**src/acktr_pkg.sv**
```systemverilog
`default_nettype none

package acktr_pkg;

   localparam int TABLE_DEPTH = 8;
   localparam int MAX_RESULTS = 8;
   localparam int IDX_W       = (TABLE_DEPTH > 1) ? $clog2(TABLE_DEPTH) : 1;
   localparam int CNT_W       = $clog2(MAX_RESULTS + 1);

   // operation codes
   localparam logic [1:0] FUNC_TRACK = 2'd0;
   localparam logic [1:0] FUNC_ACK   = 2'd1;
   localparam logic [1:0] FUNC_TICK  = 2'd2;

   // result kinds
   localparam logic [2:0] KIND_TRACKED = 3'd0;
   localparam logic [2:0] KIND_BADLEN  = 3'd1;
   localparam logic [2:0] KIND_FULL    = 3'd2;
   localparam logic [2:0] KIND_ACKED   = 3'd3;
   localparam logic [2:0] KIND_UNKNOWN = 3'd4;
   localparam logic [2:0] KIND_RETX    = 3'd5;
   localparam logic [2:0] KIND_GIVEUP  = 3'd6;
   localparam logic [2:0] KIND_IDLE    = 3'd7;

   // configuration register indexes
   localparam logic [1:0] CSR_TIMEOUT     = 2'd0;
   localparam logic [1:0] CSR_RETRY_LIMIT = 2'd1;
   localparam logic [1:0] CSR_MAX_LEN     = 2'd2;

   localparam logic [15:0] TIMEOUT_RST     = 16'd100;
   localparam logic [7:0]  RETRY_LIMIT_RST = 8'd3;
   localparam logic [15:0] MAX_LEN_RST     = 16'd256;

   typedef struct packed {
      logic [15:0] seq;
      logic [31:0] deadline;
      logic [7:0]  retries;
      logic [15:0] len;
      logic [15:0] handle;
   } entry_type;

   typedef struct packed {
      logic             en;
      logic [IDX_W-1:0] idx;
      entry_type        data;
      logic             vset;
      logic             vclr;
   } tbl_wr_type;

   typedef struct packed {
      logic        match;
      logic        expired;
      logic        at_limit;
      logic [31:0] deadline;
      logic [7:0]  retries_inc;
   } cmp_type;

   typedef struct packed {
      logic [2:0]  kind;
      logic [15:0] seq;
      logic [15:0] handle;
      logic [15:0] len;
      logic [7:0]  retries;
      logic        last;
   } rsp_type;

endpackage

`default_nettype wire

```
**src/acktr_table.sv**
```systemverilog
`default_nettype none

module acktr_table (
   input  logic                         clock,
   input  logic                         reset,
   input  acktr_pkg::tbl_wr_type        wr,
   input  logic [acktr_pkg::IDX_W-1:0]  rd_idx,
   output logic                         rd_valid,
   output acktr_pkg::entry_type         rd_data
);
   import acktr_pkg::*;

   logic [TABLE_DEPTH-1:0] valid_ff;
   entry_type              data_ff [TABLE_DEPTH];

   always_ff @(posedge clock) begin
      if (reset) begin
         valid_ff <= '0;
      end else if (wr.vset) begin
         valid_ff[wr.idx] <= 1'b1;
      end else if (wr.vclr) begin
         valid_ff[wr.idx] <= 1'b0;
      end
   end

   always_ff @(posedge clock) begin
      if (wr.en) begin
         data_ff[wr.idx] <= wr.data;
      end
   end

   assign rd_valid = valid_ff[rd_idx];
   assign rd_data  = data_ff[rd_idx];

endmodule

`default_nettype wire

```
**src/acktr_cmp.sv**
```systemverilog
`default_nettype none

module acktr_cmp (
   input  acktr_pkg::entry_type ent,
   input  logic                 ent_valid,
   input  logic [15:0]          seq,
   input  logic [31:0]          now,
   input  logic [15:0]          timeout,
   input  logic [7:0]           limit,
   output acktr_pkg::cmp_type   res
);
   import acktr_pkg::*;

   logic [31:0] age;

   // wrap-aware: expired when deadline is now or up to 2^31-1 ms back
   assign age             = now - ent.deadline;
   assign res.match       = ent_valid && (ent.seq == seq);
   assign res.expired     = ent_valid && !age[31];
   assign res.at_limit    = (ent.retries >= limit);
   assign res.deadline    = now + {16'd0, timeout};
   assign res.retries_inc = ent.retries + 8'd1;

endmodule

`default_nettype wire

```
**src/acktr_ctrl.sv**
```systemverilog
`default_nettype none

module acktr_ctrl (
   input  logic                         clock,
   input  logic                         reset,
   input  logic                         req_valid,
   output logic                         req_ready,
   input  logic [1:0]                   req_func,
   input  logic [15:0]                  req_seq_num,
   input  logic [31:0]                  req_now_time,
   input  logic [15:0]                  req_frame_handle,
   input  logic [15:0]                  req_frame_len,
   input  logic [15:0]                  max_len,
   input  logic                         out_free,
   output logic                         emit_valid,
   output acktr_pkg::rsp_type           emit_data,
   output logic [acktr_pkg::IDX_W-1:0]  rd_idx,
   input  logic                         rd_valid,
   input  acktr_pkg::entry_type         rd_data,
   input  acktr_pkg::cmp_type           cmp,
   output logic [15:0]                  item_seq,
   output logic [31:0]                  item_now,
   output acktr_pkg::tbl_wr_type        wr
);
   import acktr_pkg::*;

   localparam logic [1:0] S_IDLE = 2'd0;
   localparam logic [1:0] S_SCAN = 2'd1;
   localparam logic [1:0] S_FIN  = 2'd2;

   logic [1:0]       state_ff, state_in;
   logic [1:0]       func_ff, func_in;
   logic [15:0]      seq_ff, seq_in;
   logic [31:0]      now_ff, now_in;
   logic [15:0]      handle_ff, handle_in;
   logic [15:0]      len_ff, len_in;
   logic             badlen_ff, badlen_in;
   logic [IDX_W-1:0] idx_ff, idx_in;
   logic [CNT_W-1:0] n_ff, n_in;
   logic             hit_ff, hit_in;
   logic [IDX_W-1:0] hit_idx_ff, hit_idx_in;
   logic             free_ff, free_in;
   logic [IDX_W-1:0] free_idx_ff, free_idx_in;
   logic             pend_valid_ff, pend_valid_in;
   rsp_type          pend_ff, pend_in;

   logic req_badlen;
   logic last_slot;

   assign req_badlen = (req_frame_len == 16'd0) || (req_frame_len > max_len);
   assign last_slot  = (idx_ff == IDX_W'(TABLE_DEPTH - 1));
   assign req_ready  = (state_ff == S_IDLE);
   assign rd_idx     = (state_ff == S_FIN) ? hit_idx_ff : idx_ff;
   assign item_seq   = seq_ff;
   assign item_now   = now_ff;

   always_comb begin
      state_in      = state_ff;
      func_in       = func_ff;
      seq_in        = seq_ff;
      now_in        = now_ff;
      handle_in     = handle_ff;
      len_in        = len_ff;
      badlen_in     = badlen_ff;
      idx_in        = idx_ff;
      n_in          = n_ff;
      hit_in        = hit_ff;
      hit_idx_in    = hit_idx_ff;
      free_in       = free_ff;
      free_idx_in   = free_idx_ff;
      pend_valid_in = pend_valid_ff;
      pend_in       = pend_ff;
      emit_valid    = 1'b0;
      emit_data     = '0;
      wr            = '0;

      case (state_ff)
         S_IDLE: begin
            if (req_valid) begin
               func_in       = req_func;
               seq_in        = req_seq_num;
               now_in        = req_now_time;
               handle_in     = req_frame_handle;
               len_in        = req_frame_len;
               badlen_in     = req_badlen;
               idx_in        = '0;
               n_in          = '0;
               hit_in        = 1'b0;
               free_in       = 1'b0;
               pend_valid_in = 1'b0;
               if ((req_func == FUNC_TRACK && !req_badlen) || req_func == FUNC_ACK ||
                   req_func == FUNC_TICK) begin
                  state_in = S_SCAN;
               end else begin
                  state_in = S_FIN;
               end
            end
         end

         S_SCAN: begin
            if (func_ff == FUNC_TICK) begin
               if (cmp.expired) begin
                  // a held result must leave before the next one takes its place
                  if (!pend_valid_ff || out_free) begin
                     emit_valid = pend_valid_ff;
                     emit_data  = pend_ff;
                     wr.idx     = idx_ff;
                     pend_in    = '0;
                     if (cmp.at_limit) begin
                        wr.vclr         = 1'b1;
                        pend_in.kind    = KIND_GIVEUP;
                        pend_in.retries = rd_data.retries;
                     end else begin
                        wr.en               = 1'b1;
                        wr.data             = rd_data;
                        wr.data.retries     = cmp.retries_inc;
                        wr.data.deadline    = cmp.deadline;
                        pend_in.kind        = KIND_RETX;
                        pend_in.retries     = cmp.retries_inc;
                     end
                     pend_in.seq    = rd_data.seq;
                     pend_in.handle = rd_data.handle;
                     pend_in.len    = rd_data.len;
                     pend_valid_in  = 1'b1;
                     n_in           = n_ff + CNT_W'(1);
                     if (last_slot || n_ff == CNT_W'(MAX_RESULTS - 1)) begin
                        state_in = S_FIN;
                     end else begin
                        idx_in = idx_ff + IDX_W'(1);
                     end
                  end
               end else if (last_slot) begin
                  state_in = S_FIN;
               end else begin
                  idx_in = idx_ff + IDX_W'(1);
               end
            end else begin
               if (cmp.match) begin
                  hit_in     = 1'b1;
                  hit_idx_in = idx_ff;
                  state_in   = S_FIN;
               end else begin
                  if (!rd_valid && !free_ff) begin
                     free_in     = 1'b1;
                     free_idx_in = idx_ff;
                  end
                  if (last_slot) begin
                     state_in = S_FIN;
                  end else begin
                     idx_in = idx_ff + IDX_W'(1);
                  end
               end
            end
         end

         S_FIN: begin
            if (out_free) begin
               emit_valid     = 1'b1;
               emit_data.last = 1'b1;
               state_in       = S_IDLE;
               case (func_ff)
                  FUNC_TRACK: begin
                     emit_data.seq    = seq_ff;
                     emit_data.handle = handle_ff;
                     emit_data.len    = len_ff;
                     if (badlen_ff) begin
                        emit_data.kind = KIND_BADLEN;
                     end else if (hit_ff || free_ff) begin
                        wr.en            = 1'b1;
                        wr.vset          = 1'b1;
                        wr.idx           = hit_ff ? hit_idx_ff : free_idx_ff;
                        wr.data.seq      = seq_ff;
                        wr.data.deadline = cmp.deadline;
                        wr.data.retries  = 8'd0;
                        wr.data.len      = len_ff;
                        wr.data.handle   = handle_ff;
                        emit_data.kind   = KIND_TRACKED;
                     end else begin
                        emit_data.kind = KIND_FULL;
                     end
                  end
                  FUNC_ACK: begin
                     emit_data.seq = seq_ff;
                     if (hit_ff) begin
                        wr.vclr           = 1'b1;
                        wr.idx            = hit_idx_ff;
                        emit_data.kind    = KIND_ACKED;
                        emit_data.handle  = rd_data.handle;
                        emit_data.len     = rd_data.len;
                        emit_data.retries = rd_data.retries;
                     end else begin
                        emit_data.kind = KIND_UNKNOWN;
                     end
                  end
                  FUNC_TICK: begin
                     if (pend_valid_ff) begin
                        emit_data      = pend_ff;
                        emit_data.last = 1'b1;
                     end else begin
                        emit_data.kind = KIND_IDLE;
                     end
                     pend_valid_in = 1'b0;
                  end
                  default: begin
                     emit_data.kind = KIND_IDLE;
                  end
               endcase
            end
         end

         default: begin
            state_in = S_IDLE;
         end
      endcase
   end

   always_ff @(posedge clock) begin
      if (reset) begin
         state_ff      <= S_IDLE;
         pend_valid_ff <= 1'b0;
         n_ff          <= '0;
      end else begin
         state_ff      <= state_in;
         pend_valid_ff <= pend_valid_in;
         n_ff          <= n_in;
      end
   end

   always_ff @(posedge clock) begin
      func_ff     <= func_in;
      seq_ff      <= seq_in;
      now_ff      <= now_in;
      handle_ff   <= handle_in;
      len_ff      <= len_in;
      badlen_ff   <= badlen_in;
      idx_ff      <= idx_in;
      hit_ff      <= hit_in;
      hit_idx_ff  <= hit_idx_in;
      free_ff     <= free_in;
      free_idx_ff <= free_idx_in;
      pend_ff     <= pend_in;
   end

   a_result_cap: assert property (@(posedge clock) disable iff (reset)
      n_ff <= CNT_W'(MAX_RESULTS))
      else $error("tick result count over cap");

   a_emit_free: assert property (@(posedge clock) disable iff (reset)
      emit_valid |-> out_free)
      else $error("result emitted into a full output register");

   a_last_in_fin: assert property (@(posedge clock) disable iff (reset)
      (emit_valid && emit_data.last) |-> state_ff == S_FIN)
      else $error("final result emitted outside the finish step");

   a_fin_done: assert property (@(posedge clock) disable iff (reset)
      (state_ff == S_FIN && out_free) |=> state_ff == S_IDLE)
      else $error("finish step did not return to idle");

   a_pend_tick: assert property (@(posedge clock) disable iff (reset)
      (pend_valid_ff && state_ff != S_IDLE) |-> func_ff == FUNC_TICK)
      else $error("held result outside a tick");

endmodule

`default_nettype wire

```
**src/ack_retransmit_tracker_unit.sv**
```systemverilog
`default_nettype none
// Flow: a track or ack item scans the table one slot a cycle (a sequence match stops early),
// then a finish step loads the result register once it is free; a bad-length track or unused
// code skips the scan. A tick always scans all TABLE_DEPTH slots through the shared compare unit;
// each expired slot adds a result, and the scan waits while a held result cannot leave. A new
// item is taken only in idle, once the last one is done. Reset (synchronous) clears all slot
// valid bits and loads the register defaults; no clearing pass is needed.

module ack_retransmit_tracker_unit (
   input  logic        clock,
   input  logic        reset,
   input  logic        req_valid,
   output logic        req_ready,
   input  logic [1:0]  req_func,
   input  logic [15:0] req_seq_num,
   input  logic [31:0] req_now_time,
   input  logic [15:0] req_frame_handle,
   input  logic [15:0] req_frame_len,
   output logic        rsp_valid,
   input  logic        rsp_ready,
   output logic [2:0]  rsp_kind,
   output logic [15:0] rsp_out_seq,
   output logic [15:0] rsp_out_handle,
   output logic [15:0] rsp_out_len,
   output logic [7:0]  rsp_retry_count,
   output logic        rsp_last,
   input  logic        csr_valid,
   output logic        csr_ready,
   input  logic [1:0]  csr_index,
   input  logic [15:0] csr_data
);
   import acktr_pkg::*;

   logic [15:0] timeout_ff;
   logic [7:0]  limit_ff;
   logic [15:0] max_len_ff;
   logic        rsp_valid_ff;
   rsp_type     rsp_data_ff;

   logic             out_free;
   logic             emit_valid;
   rsp_type          emit_data;
   logic [IDX_W-1:0] rd_idx;
   logic             rd_valid;
   entry_type        rd_data;
   cmp_type          cmp;
   logic [15:0]      item_seq;
   logic [31:0]      item_now;
   tbl_wr_type       wr;

   assign csr_ready = 1'b1;

   always_ff @(posedge clock) begin
      if (reset) begin
         timeout_ff <= TIMEOUT_RST;
         limit_ff   <= RETRY_LIMIT_RST;
         max_len_ff <= MAX_LEN_RST;
      end else if (csr_valid) begin
         case (csr_index)
            CSR_TIMEOUT:     timeout_ff <= csr_data;
            CSR_RETRY_LIMIT: limit_ff   <= csr_data[7:0];
            CSR_MAX_LEN:     max_len_ff <= csr_data;
            default: ;
         endcase
      end
   end

   // output register parts the result side from the scan
   assign out_free = !rsp_valid_ff || rsp_ready;

   always_ff @(posedge clock) begin
      if (reset) begin
         rsp_valid_ff <= 1'b0;
      end else if (emit_valid) begin
         rsp_valid_ff <= 1'b1;
      end else if (rsp_ready) begin
         rsp_valid_ff <= 1'b0;
      end
   end

   always_ff @(posedge clock) begin
      if (emit_valid) begin
         rsp_data_ff <= emit_data;
      end
   end

   assign rsp_valid       = rsp_valid_ff;
   assign rsp_kind        = rsp_data_ff.kind;
   assign rsp_out_seq     = rsp_data_ff.seq;
   assign rsp_out_handle  = rsp_data_ff.handle;
   assign rsp_out_len     = rsp_data_ff.len;
   assign rsp_retry_count = rsp_data_ff.retries;
   assign rsp_last        = rsp_data_ff.last;

   acktr_table u_table (
      .clock    (clock),
      .reset    (reset),
      .wr       (wr),
      .rd_idx   (rd_idx),
      .rd_valid (rd_valid),
      .rd_data  (rd_data)
   );

   acktr_cmp u_cmp (
      .ent       (rd_data),
      .ent_valid (rd_valid),
      .seq       (item_seq),
      .now       (item_now),
      .timeout   (timeout_ff),
      .limit     (limit_ff),
      .res       (cmp)
   );

   acktr_ctrl u_ctrl (
      .clock            (clock),
      .reset            (reset),
      .req_valid        (req_valid),
      .req_ready        (req_ready),
      .req_func         (req_func),
      .req_seq_num      (req_seq_num),
      .req_now_time     (req_now_time),
      .req_frame_handle (req_frame_handle),
      .req_frame_len    (req_frame_len),
      .max_len          (max_len_ff),
      .out_free         (out_free),
      .emit_valid       (emit_valid),
      .emit_data        (emit_data),
      .rd_idx           (rd_idx),
      .rd_valid         (rd_valid),
      .rd_data          (rd_data),
      .cmp              (cmp),
      .item_seq         (item_seq),
      .item_now         (item_now),
      .wr               (wr)
   );

endmodule

`default_nettype wire
```
**config.mk**
```make
export PLATFORM = sky130hd
export DESIGN_NAME = ack_retransmit_tracker_unit
export DESIGN_NICKNAME = d
export VERILOG_FILES = /design/src/acktr_pkg.sv /design/src/acktr_table.sv /design/src/acktr_cmp.sv /design/src/acktr_ctrl.sv /design/src/ack_retransmit_tracker_unit.sv
export SDC_FILE = /design/constraint.sdc
export NUM_CORES = 1
export LEC_CHECK = 0
export BUFFER_PORTS_ARGS = -buffer_cell sky130_fd_sc_hd__buf_2
export CAP_MARGIN = 30
export CORE_ASPECT_RATIO = 1.2
export CORE_MARGIN = 2
export CORE_UTILIZATION = 30
export CTS_CLUSTER_DIAMETER = 200
export DETAILED_ROUTE_END_ITERATION = 8
export PLACE_DENSITY = 0.45
export SYNTH_ARGS = -nofsm -noshare
export SYNTH_HDL_FRONTEND = slang
export SYNTH_SLANG_ARGS = --single-unit
```
**constraint.sdc**
```tcl
create_clock -name clock -period 29.1 [get_ports clock]
set_input_delay 4.365 -clock clock [delete_from_list [all_inputs] [get_ports clock]]
set_output_delay 4.365 -clock clock [all_outputs]
set_load 0.02 [all_outputs]
```
# ---- After elaboration in Yosys (flattened, before gate mapping)
# Memories as Yosys holds them, arrays and structs flattened.
# Cells that the tools add are included.
dict set report op_classes {
  addsub 5
  magnitude_cmp 5
  eq_ne 25
  n_mux 92
  bitwise_logic 5
  n_reduce_logical 40
}
# op n
set ops {}
lappend ops {{$mux 92} 3}
lappend ops {{$mux 60} 4}
lappend ops {{$mux 93} 2}
lappend ops {{$pmux 92 s2} 1}
lappend ops {{$pmux 48 s3} 1}
lappend ops {{$pmux 60 s2} 1}
lappend ops {{$mux 94} 1}
lappend ops {{$mux 89} 1}
lappend ops {{$mux 88} 1}
lappend ops {{$mux 57} 1}
lappend ops {{$mux 40} 1}
lappend ops {{$mux 3} 12}
lappend ops {{$add 32x16->32} 1}
lappend ops {{$sub 32x32->32} 1}
lappend ops {{$mux 1} 31}
lappend ops {{$mux 2} 12}
lappend ops {{$mux 8} 3}
lappend ops {{$eq 16x16->1} 1}
lappend ops {{$gt 16x16->1} 1}
lappend ops {{$logic_not 16->1} 1}
lappend ops {{$mux 4} 4}
lappend ops {{$pmux 8 s2} 1}
lappend ops {{$reduce_and 4->1} 4}
lappend ops {{$reduce_and 5->1} 3}
lappend ops {{35 further kinds} 80}
dict set report totals {
  reg_bits 269
  mem_bits_rw 704
  in_bits 105
  out_inout_bits 63
  wordCells 203
  memories 1
}
# name words word_bits read_ports rd_clocked_by_memory_dff wr line_no
set mem_list {}
lappend mem_list {u_table.data_ff 8 88 1 0 1 acktr_table.sv:14} ;# entry_type data_ff [TABLE_DEPTH];

# ---- Longest topological paths before layout
# An unclocked memory read counts as a cell.
dict set report logic_depth {
  depth_word 17
  ltp_mapped 24
  ltp_nobuf 16
}

# ---- Cells and area by module
# From an unflattened synthesis, not the netlist that was laid out.
dict set report unflattened {
  cells_unflattened 2362
  area_unflattened_um2 41322.1
}
# mod instances cells_per_inst area_each_um2 seq_area_each_um2
set modules_own_cells {}
lappend modules_own_cells {acktr_table 1 1076 26990.9 21300.4}
lappend modules_own_cells {acktr_ctrl 1 684 8142.8 4704.5}
lappend modules_own_cells {ack_retransmit_tracker_unit 1 226 3522.1 2622.5}
lappend modules_own_cells {acktr_cmp 1 376 2666.3 0.0}

# ---- Worst setup path after synthesis
# OpenSTA, ideal clock, no wires.
dict set report synth_timing {
  kind {input to register}
  from {input port rsp_ready}
  to {memory u_table.data_ff[6][0] (netlist bit) (enable)}
  setup_ns 0.642
  t_arrival_ns 11.503
  required_ns 28.458
  slack_ns 16.955
  cell_stages 8
  path_buffers 0
  cell_sequence {nand2b_1 nand3_1 inv_1 o21ai_0 nor2_1 a21o_1 o221ai_2 nor3_1}
}
dict set report synth_via {
  elab_chain_cells 8
  word_cells_on_any_way 9
  cone_classes {mux: 7; reduce/logical: 2}
}
# item line_no
set synth_lines {}
lappend synth_lines {{start, declared} ack_retransmit_tracker_unit.sv:20} ;# input logic rsp_ready,
lappend synth_lines {{$logic_or 1x1->1 (*)} ack_retransmit_tracker_unit.sv:69} ;# assign out_free = !rsp_valid_ff || rsp_ready;
lappend synth_lines {{$logic_or 1x1->1} acktr_ctrl.sv:104} ;# if (!pend_valid_ff || out_free) begin
lappend synth_lines {{$mux 92} acktr_ctrl.sv:104}
lappend synth_lines {{$mux 92} acktr_ctrl.sv:102} ;# if (cmp.expired) begin
lappend synth_lines {{$mux 92} acktr_ctrl.sv:101} ;# if (func_ff == FUNC_TICK) begin
lappend synth_lines {{$pmux 92 s2 (*)} acktr_ctrl.sv:77} ;# case (state_ff)
lappend synth_lines {{$mux 1} acktr_table.sv:27} ;# if (wr.en) begin
lappend synth_lines {{$mux 1 (not written as such)} acktr_table.sv:28} ;# data_ff[wr.idx] <= wr.data;
lappend synth_lines {{end, declared} acktr_table.sv:14}
# Every way passes the cells marked *; elsewhere a longest branch is shown, timed or not.

# ---- Worst setup path in the final report
dict set report layout_timing {
  from {register u_ctrl.state_ff[0]}
  to {memory u_table.data_ff[7][60] (netlist bit) (enable)}
}
dict set report layout_via {
  elab_chain_cells 11
  word_cells_on_any_way 17
  cone_classes {add/sub: 1; order compare: 1; eq/ne: 2; mux: 10; reduce/logical: 2; memory: 1}
}
# item line_no
set layout_lines {}
lappend layout_lines {{start, declared} acktr_ctrl.sv:31} ;# logic [1:0] state_ff, state_in;
lappend layout_lines {{start signal, assigned} acktr_ctrl.sv:223} ;# state_ff <= state_in;
lappend layout_lines {{$eq 2x2->1} {acktr_ctrl.sv:53, acktr_ctrl.sv:77}}
lappend layout_lines {{$mux 3} acktr_ctrl.sv:53} ;# assign rd_idx = (state_ff == S_FIN) ? hit_idx_ff : idx_ff;
lappend layout_lines {{$mem_v2 8x88} n/a}
lappend layout_lines {{$sub 32x32->32 / $ge 8x8->1 (equally long branches)} {acktr_cmp.sv:17, acktr_cmp.sv:20}}
lappend layout_lines {{$logic_not 1->1 / $mux 1 (equally long branches)} {acktr_cmp.sv:19, acktr_ctrl.sv:109}}
lappend layout_lines {{$logic_and 1x1->1 / $mux 92 (equally long branches)} {acktr_cmp.sv:19, acktr_ctrl.sv:104}}
lappend layout_lines {{$mux 92} acktr_ctrl.sv:102}
lappend layout_lines {{$mux 92} acktr_ctrl.sv:101}
lappend layout_lines {{$pmux 92 s2 (*)} acktr_ctrl.sv:77}
lappend layout_lines {{$mux 1} acktr_table.sv:27}
lappend layout_lines {{$mux 1 (not written as such)} acktr_table.sv:28}
# Every way passes the cells marked *; elsewhere a longest branch is shown, timed or not. The select of a mux whose other input is x is not followed.

==> impl_metrics.ini <==
[critical_path]
ff2ff_setup_slack_ps = 20010
path_max_fanout = 91
critical_path.slowest_cell = buf_4
critPathKind = register to register
worst_setup_path_start_kind = register
r2r_end = u_table.data_ff[7][60]$_DFFE_PP_
crit_start = u_ctrl.state_ff[0]$_SDFFE_PP0P_
crit_path_frequent_cell = buf_4
critPathCaptureType = register
arrival_ps = 9420
reg2reg_depth = 23
cp.required_ps = 29430
crit_end = u_table.data_ff[7][60]$_DFFE_PP_
reg2reg_from = u_ctrl.state_ff[0]$_SDFFE_PP0P_
cpPeakStageDelay_ps = 840
crit_chain = inv_1, ha_2, mux2i_4, buf_12, buf_4, mux4_2, mux2i_1, ha_1, a21oi_1, o21a_1, o21ai_0, a2111oi_0, buf_1, buf_4, o311a_1, xor2_2, nand4_4, nor2_4, o21ai_4, buf_4, nor3_2, buf_4, buf_4

[route]
vias = 23644
via_per_inst = 5.05
drc = 0
firstDrtPassIters = 5
wl_per_cell_um = 24.6
antenna_left = 0
drtIter0Drc = 1700
drt_wl_total_mm = 115

[synth]
yosys.area_share.simple_pct = 5.26
synth.avg_cell_area_um2 = 15.9
synth_xor_area_share_pct = 1.26
synthArstFlopShare_pct = 0
syn_area_mm2 = 0.0414
syn-num-nets = 2790
synthesis.instances = 2600
ys_seq_area_share_pct = 69.1
synth_fa_ha_area_share_pct = 2.58
synth_compound_area_share_pct = 8.74
synth_edf_count = 916
yosys_warnings = 0
ys_seq_elements = 972
synth_mux_area_share_pct = 10.7
ys.flop_type = edfxtp_1
yosysUniqueCellTypes = 85
synth_top_family_by_area = multiplexers

[global_routing]
grt_max_degree = 92
antenna_found_initial = 4
grt_pass1_vias = 25205
grt_pass1_wl_mm = 169
grt_usage_pct = 16.3
grt-ovfl-total = 0

[placed_design]
placed_cells = 4487
gp_congestion = 0.786
post-dp-hpwl_mm = 68.4
portBuffers = 166

[cells_and_area]
final_cell_mix = edfxtp_1, buf_2, mux4_2
finalNonFillerCells = 4685
fill_cells = 13188
layout_commonest_cell = edfxtp_1
diodes = 0
drive_above_1_share_pct = 19.6
final_util_pct = 35.0
finalNetCount = 2976
synthToLayoutAreaGrowth_pct = 15.8

[power]
power_switching_mw = 0.900
sw_frac_of_total_pct = 26.1
powerDensity_mw_per_mm2 = 71.7
p_int_mw = 2.54
p_leak_nw = 16.5
pwr-share-seq_pct = 45.8
p_comb_share_pct = 15.1
ir_drop_uv = 46.2
pwr-share-clk_pct = 39.0

[cts]
cts_buffers = 106
cts.sinks = 972
clock_latency_ps = 720
cts_tree = done
postCtsSetupRepairBufs = 0
hold_buffers = 0
cts_repair_resize_count = 0
path_clk_slew_ps = 60
clockBufferDepth = 3
clockRootBuffer = clkbuf_16
htree_levels = 3

[timing]
hold_violations = 0
relSlewSlack_pct = 28.9
fin_setup_tns_ps = 0
holdWs_ps = 456
max_freq_mhz = 110
period_share_pct = 31.2
setup_viol = 0
min_period_ps = 9090
worstMarginPinSlew_ps = 1070
fin_skew_ps = 33.6
grt_setup_unrepaired = no
slew_viol_final = 0

[floorplan]
dieArea_mm2 = 0.141
core_area_mm2 = 0.137
initial_utilization_pct = 30.2
row_count = 149
num_io_pins = 168
dieWidth_um = 343
die_y_um = 411

[outcome]
status = completed

[run]
drv_cap = 0

[min_path]
min_path_type = register to register
sequential cells by signal, summed over array words and instances, names as in the netlist, 2 cells and up, named ones only:
register            count
u_ctrl.len_ff          16
limit_ff                8
max_len_ff             16
u_ctrl.item_now        32
rsp_out_seq            16
u_ctrl.hit_idx_ff       3
rsp_kind                3
u_table.data_ff       704
timeout_ff             16
u_ctrl.n_ff             4
u_ctrl.idx_ff           3
u_ctrl.pend_ff         58
u_ctrl.handle_ff       16
rsp_retry_count         8
rsp_out_len            16
u_ctrl.state_ff         2
u_ctrl.func_ff          2
u_ctrl.item_seq        16
u_ctrl.free_idx_ff      3
rsp_out_handle         16
layer usage:
| layer | vias up | GRT usage (%) | routed length [um] |
|---|---|---|---|
| met2 | 639 | 27.1 | 55700 |
| met4 | 4 | 5.50 | 3000 |
| li1 | 10623 | - | - |
| met1 | 12217 | 21.7 | 51100 |
| met5 | - | 0 | 31 |
| met3 | 161 | 2.47 | 5660 |
worst max-delay path: cells and delay by family (launching register included):
kind                       cells  cell delay [ps]
AOI/OAI and AO/OA              6             1400
xor gates and xnor gates       1              290
adders and majority gates      2              890
buffers and inverters          8             3490
DFF                            1              330
muxes                          3             1180
and+or+nand+nor                3              990
area by class of cell:
class	count	area (um^2)	share of cell area [%]
repair buffers	221	1340	2.79
multi-input cells	1392	11900	24.9
clock inverters	64	631	1.31
clock buffers	131	2820	5.88
inverters	93	352	0.733
well taps	1812	2270	4.73
flip-flops and latches	972	28600	59.7
through the flow:
step | power [mW] | cell area, um^2 | setup slack, ps
after CTS | 3.49 | 47900 | 19680
final | 3.44 | 48000 | 20010
after global routing | 3.59 | 48000 | 19330
after floorplan | 1.97 | 41400 | 16960
after global placement | 2.13 | 44400 | 19400
after detailed placement | 2.14 | 44400 | 19720
power groups by stage:
stage               Sequential [mW]  Combinational (mW)  Clock [mW]
floorplan                      1.60               0.371           0
global placement               1.61               0.522           0
detailed placement             1.61               0.528           0
CTS                            1.58               0.530        1.39
global route                   1.58               0.573        1.43
finish                         1.58               0.521        1.34
Yosys cell counts (41+ instances only):
master / count / share of area [%]
a21oi_1: 95 / 1.1
a22o_1: 51 / 1.1
a22oi_1: 47 / 0.85
buf_2: 41 / 0.50
clkbuf_1: 81 / 0.73
dfxtp_1: 56 / 2.7
edfxtp_1: 916 / 66
ha_1: 84 / 2.5
inv_1: 90 / 0.82
mux2i_1: 99 / 2.4
mux4_2: 146 / 7.9
nand2_1: 142 / 1.3
nor2_1: 121 / 1.1
o211ai_1: 56 / 1.0
o21ai_0: 109 / 1.3
cell families (layout without fill, tap and decap cells):
logic type	Yosys count	count (layout)
DFF	972	972
AOI/OAI and AO/OA	543	543
and+or+nand+nor	452	452
muxes	253	253
buffers and inverters	236	509
adders and majority gates	85	85
xor gates and xnor gates	58	58
other	1	1
how the worst min path moves through the flow:
| stage | cells past startpoint | from | slack, ps | to |
|---|---|---|---|---|
| 3_3_place_gp | 2 | timeout_ff[4]$_SDFFE_PP0P_ | 450 | timeout_ff[4]$_SDFFE_PP0P_ |
| 4_1_cts | 2 | max_len_ff[3]$_SDFFE_PP0P_ | 460 | max_len_ff[3]$_SDFFE_PP0P_ |
| 2_1_floorplan | 2 | max_len_ff[10]$_SDFFE_PP0P_ | 440 | max_len_ff[10]$_SDFFE_PP0P_ |
| 3_5_place_dp | 2 | max_len_ff[3]$_SDFFE_PP0P_ | 450 | max_len_ff[3]$_SDFFE_PP0P_ |
| 5_1_grt | 2 | max_len_ff[14]$_SDFFE_PP0P_ | 480 | max_len_ff[14]$_SDFFE_PP0P_ |
| 6_report | 2 | max_len_ff[3]$_SDFFE_PP0P_ | 460 | max_len_ff[3]$_SDFFE_PP0P_ |
(Power assumes the default switching activity.)
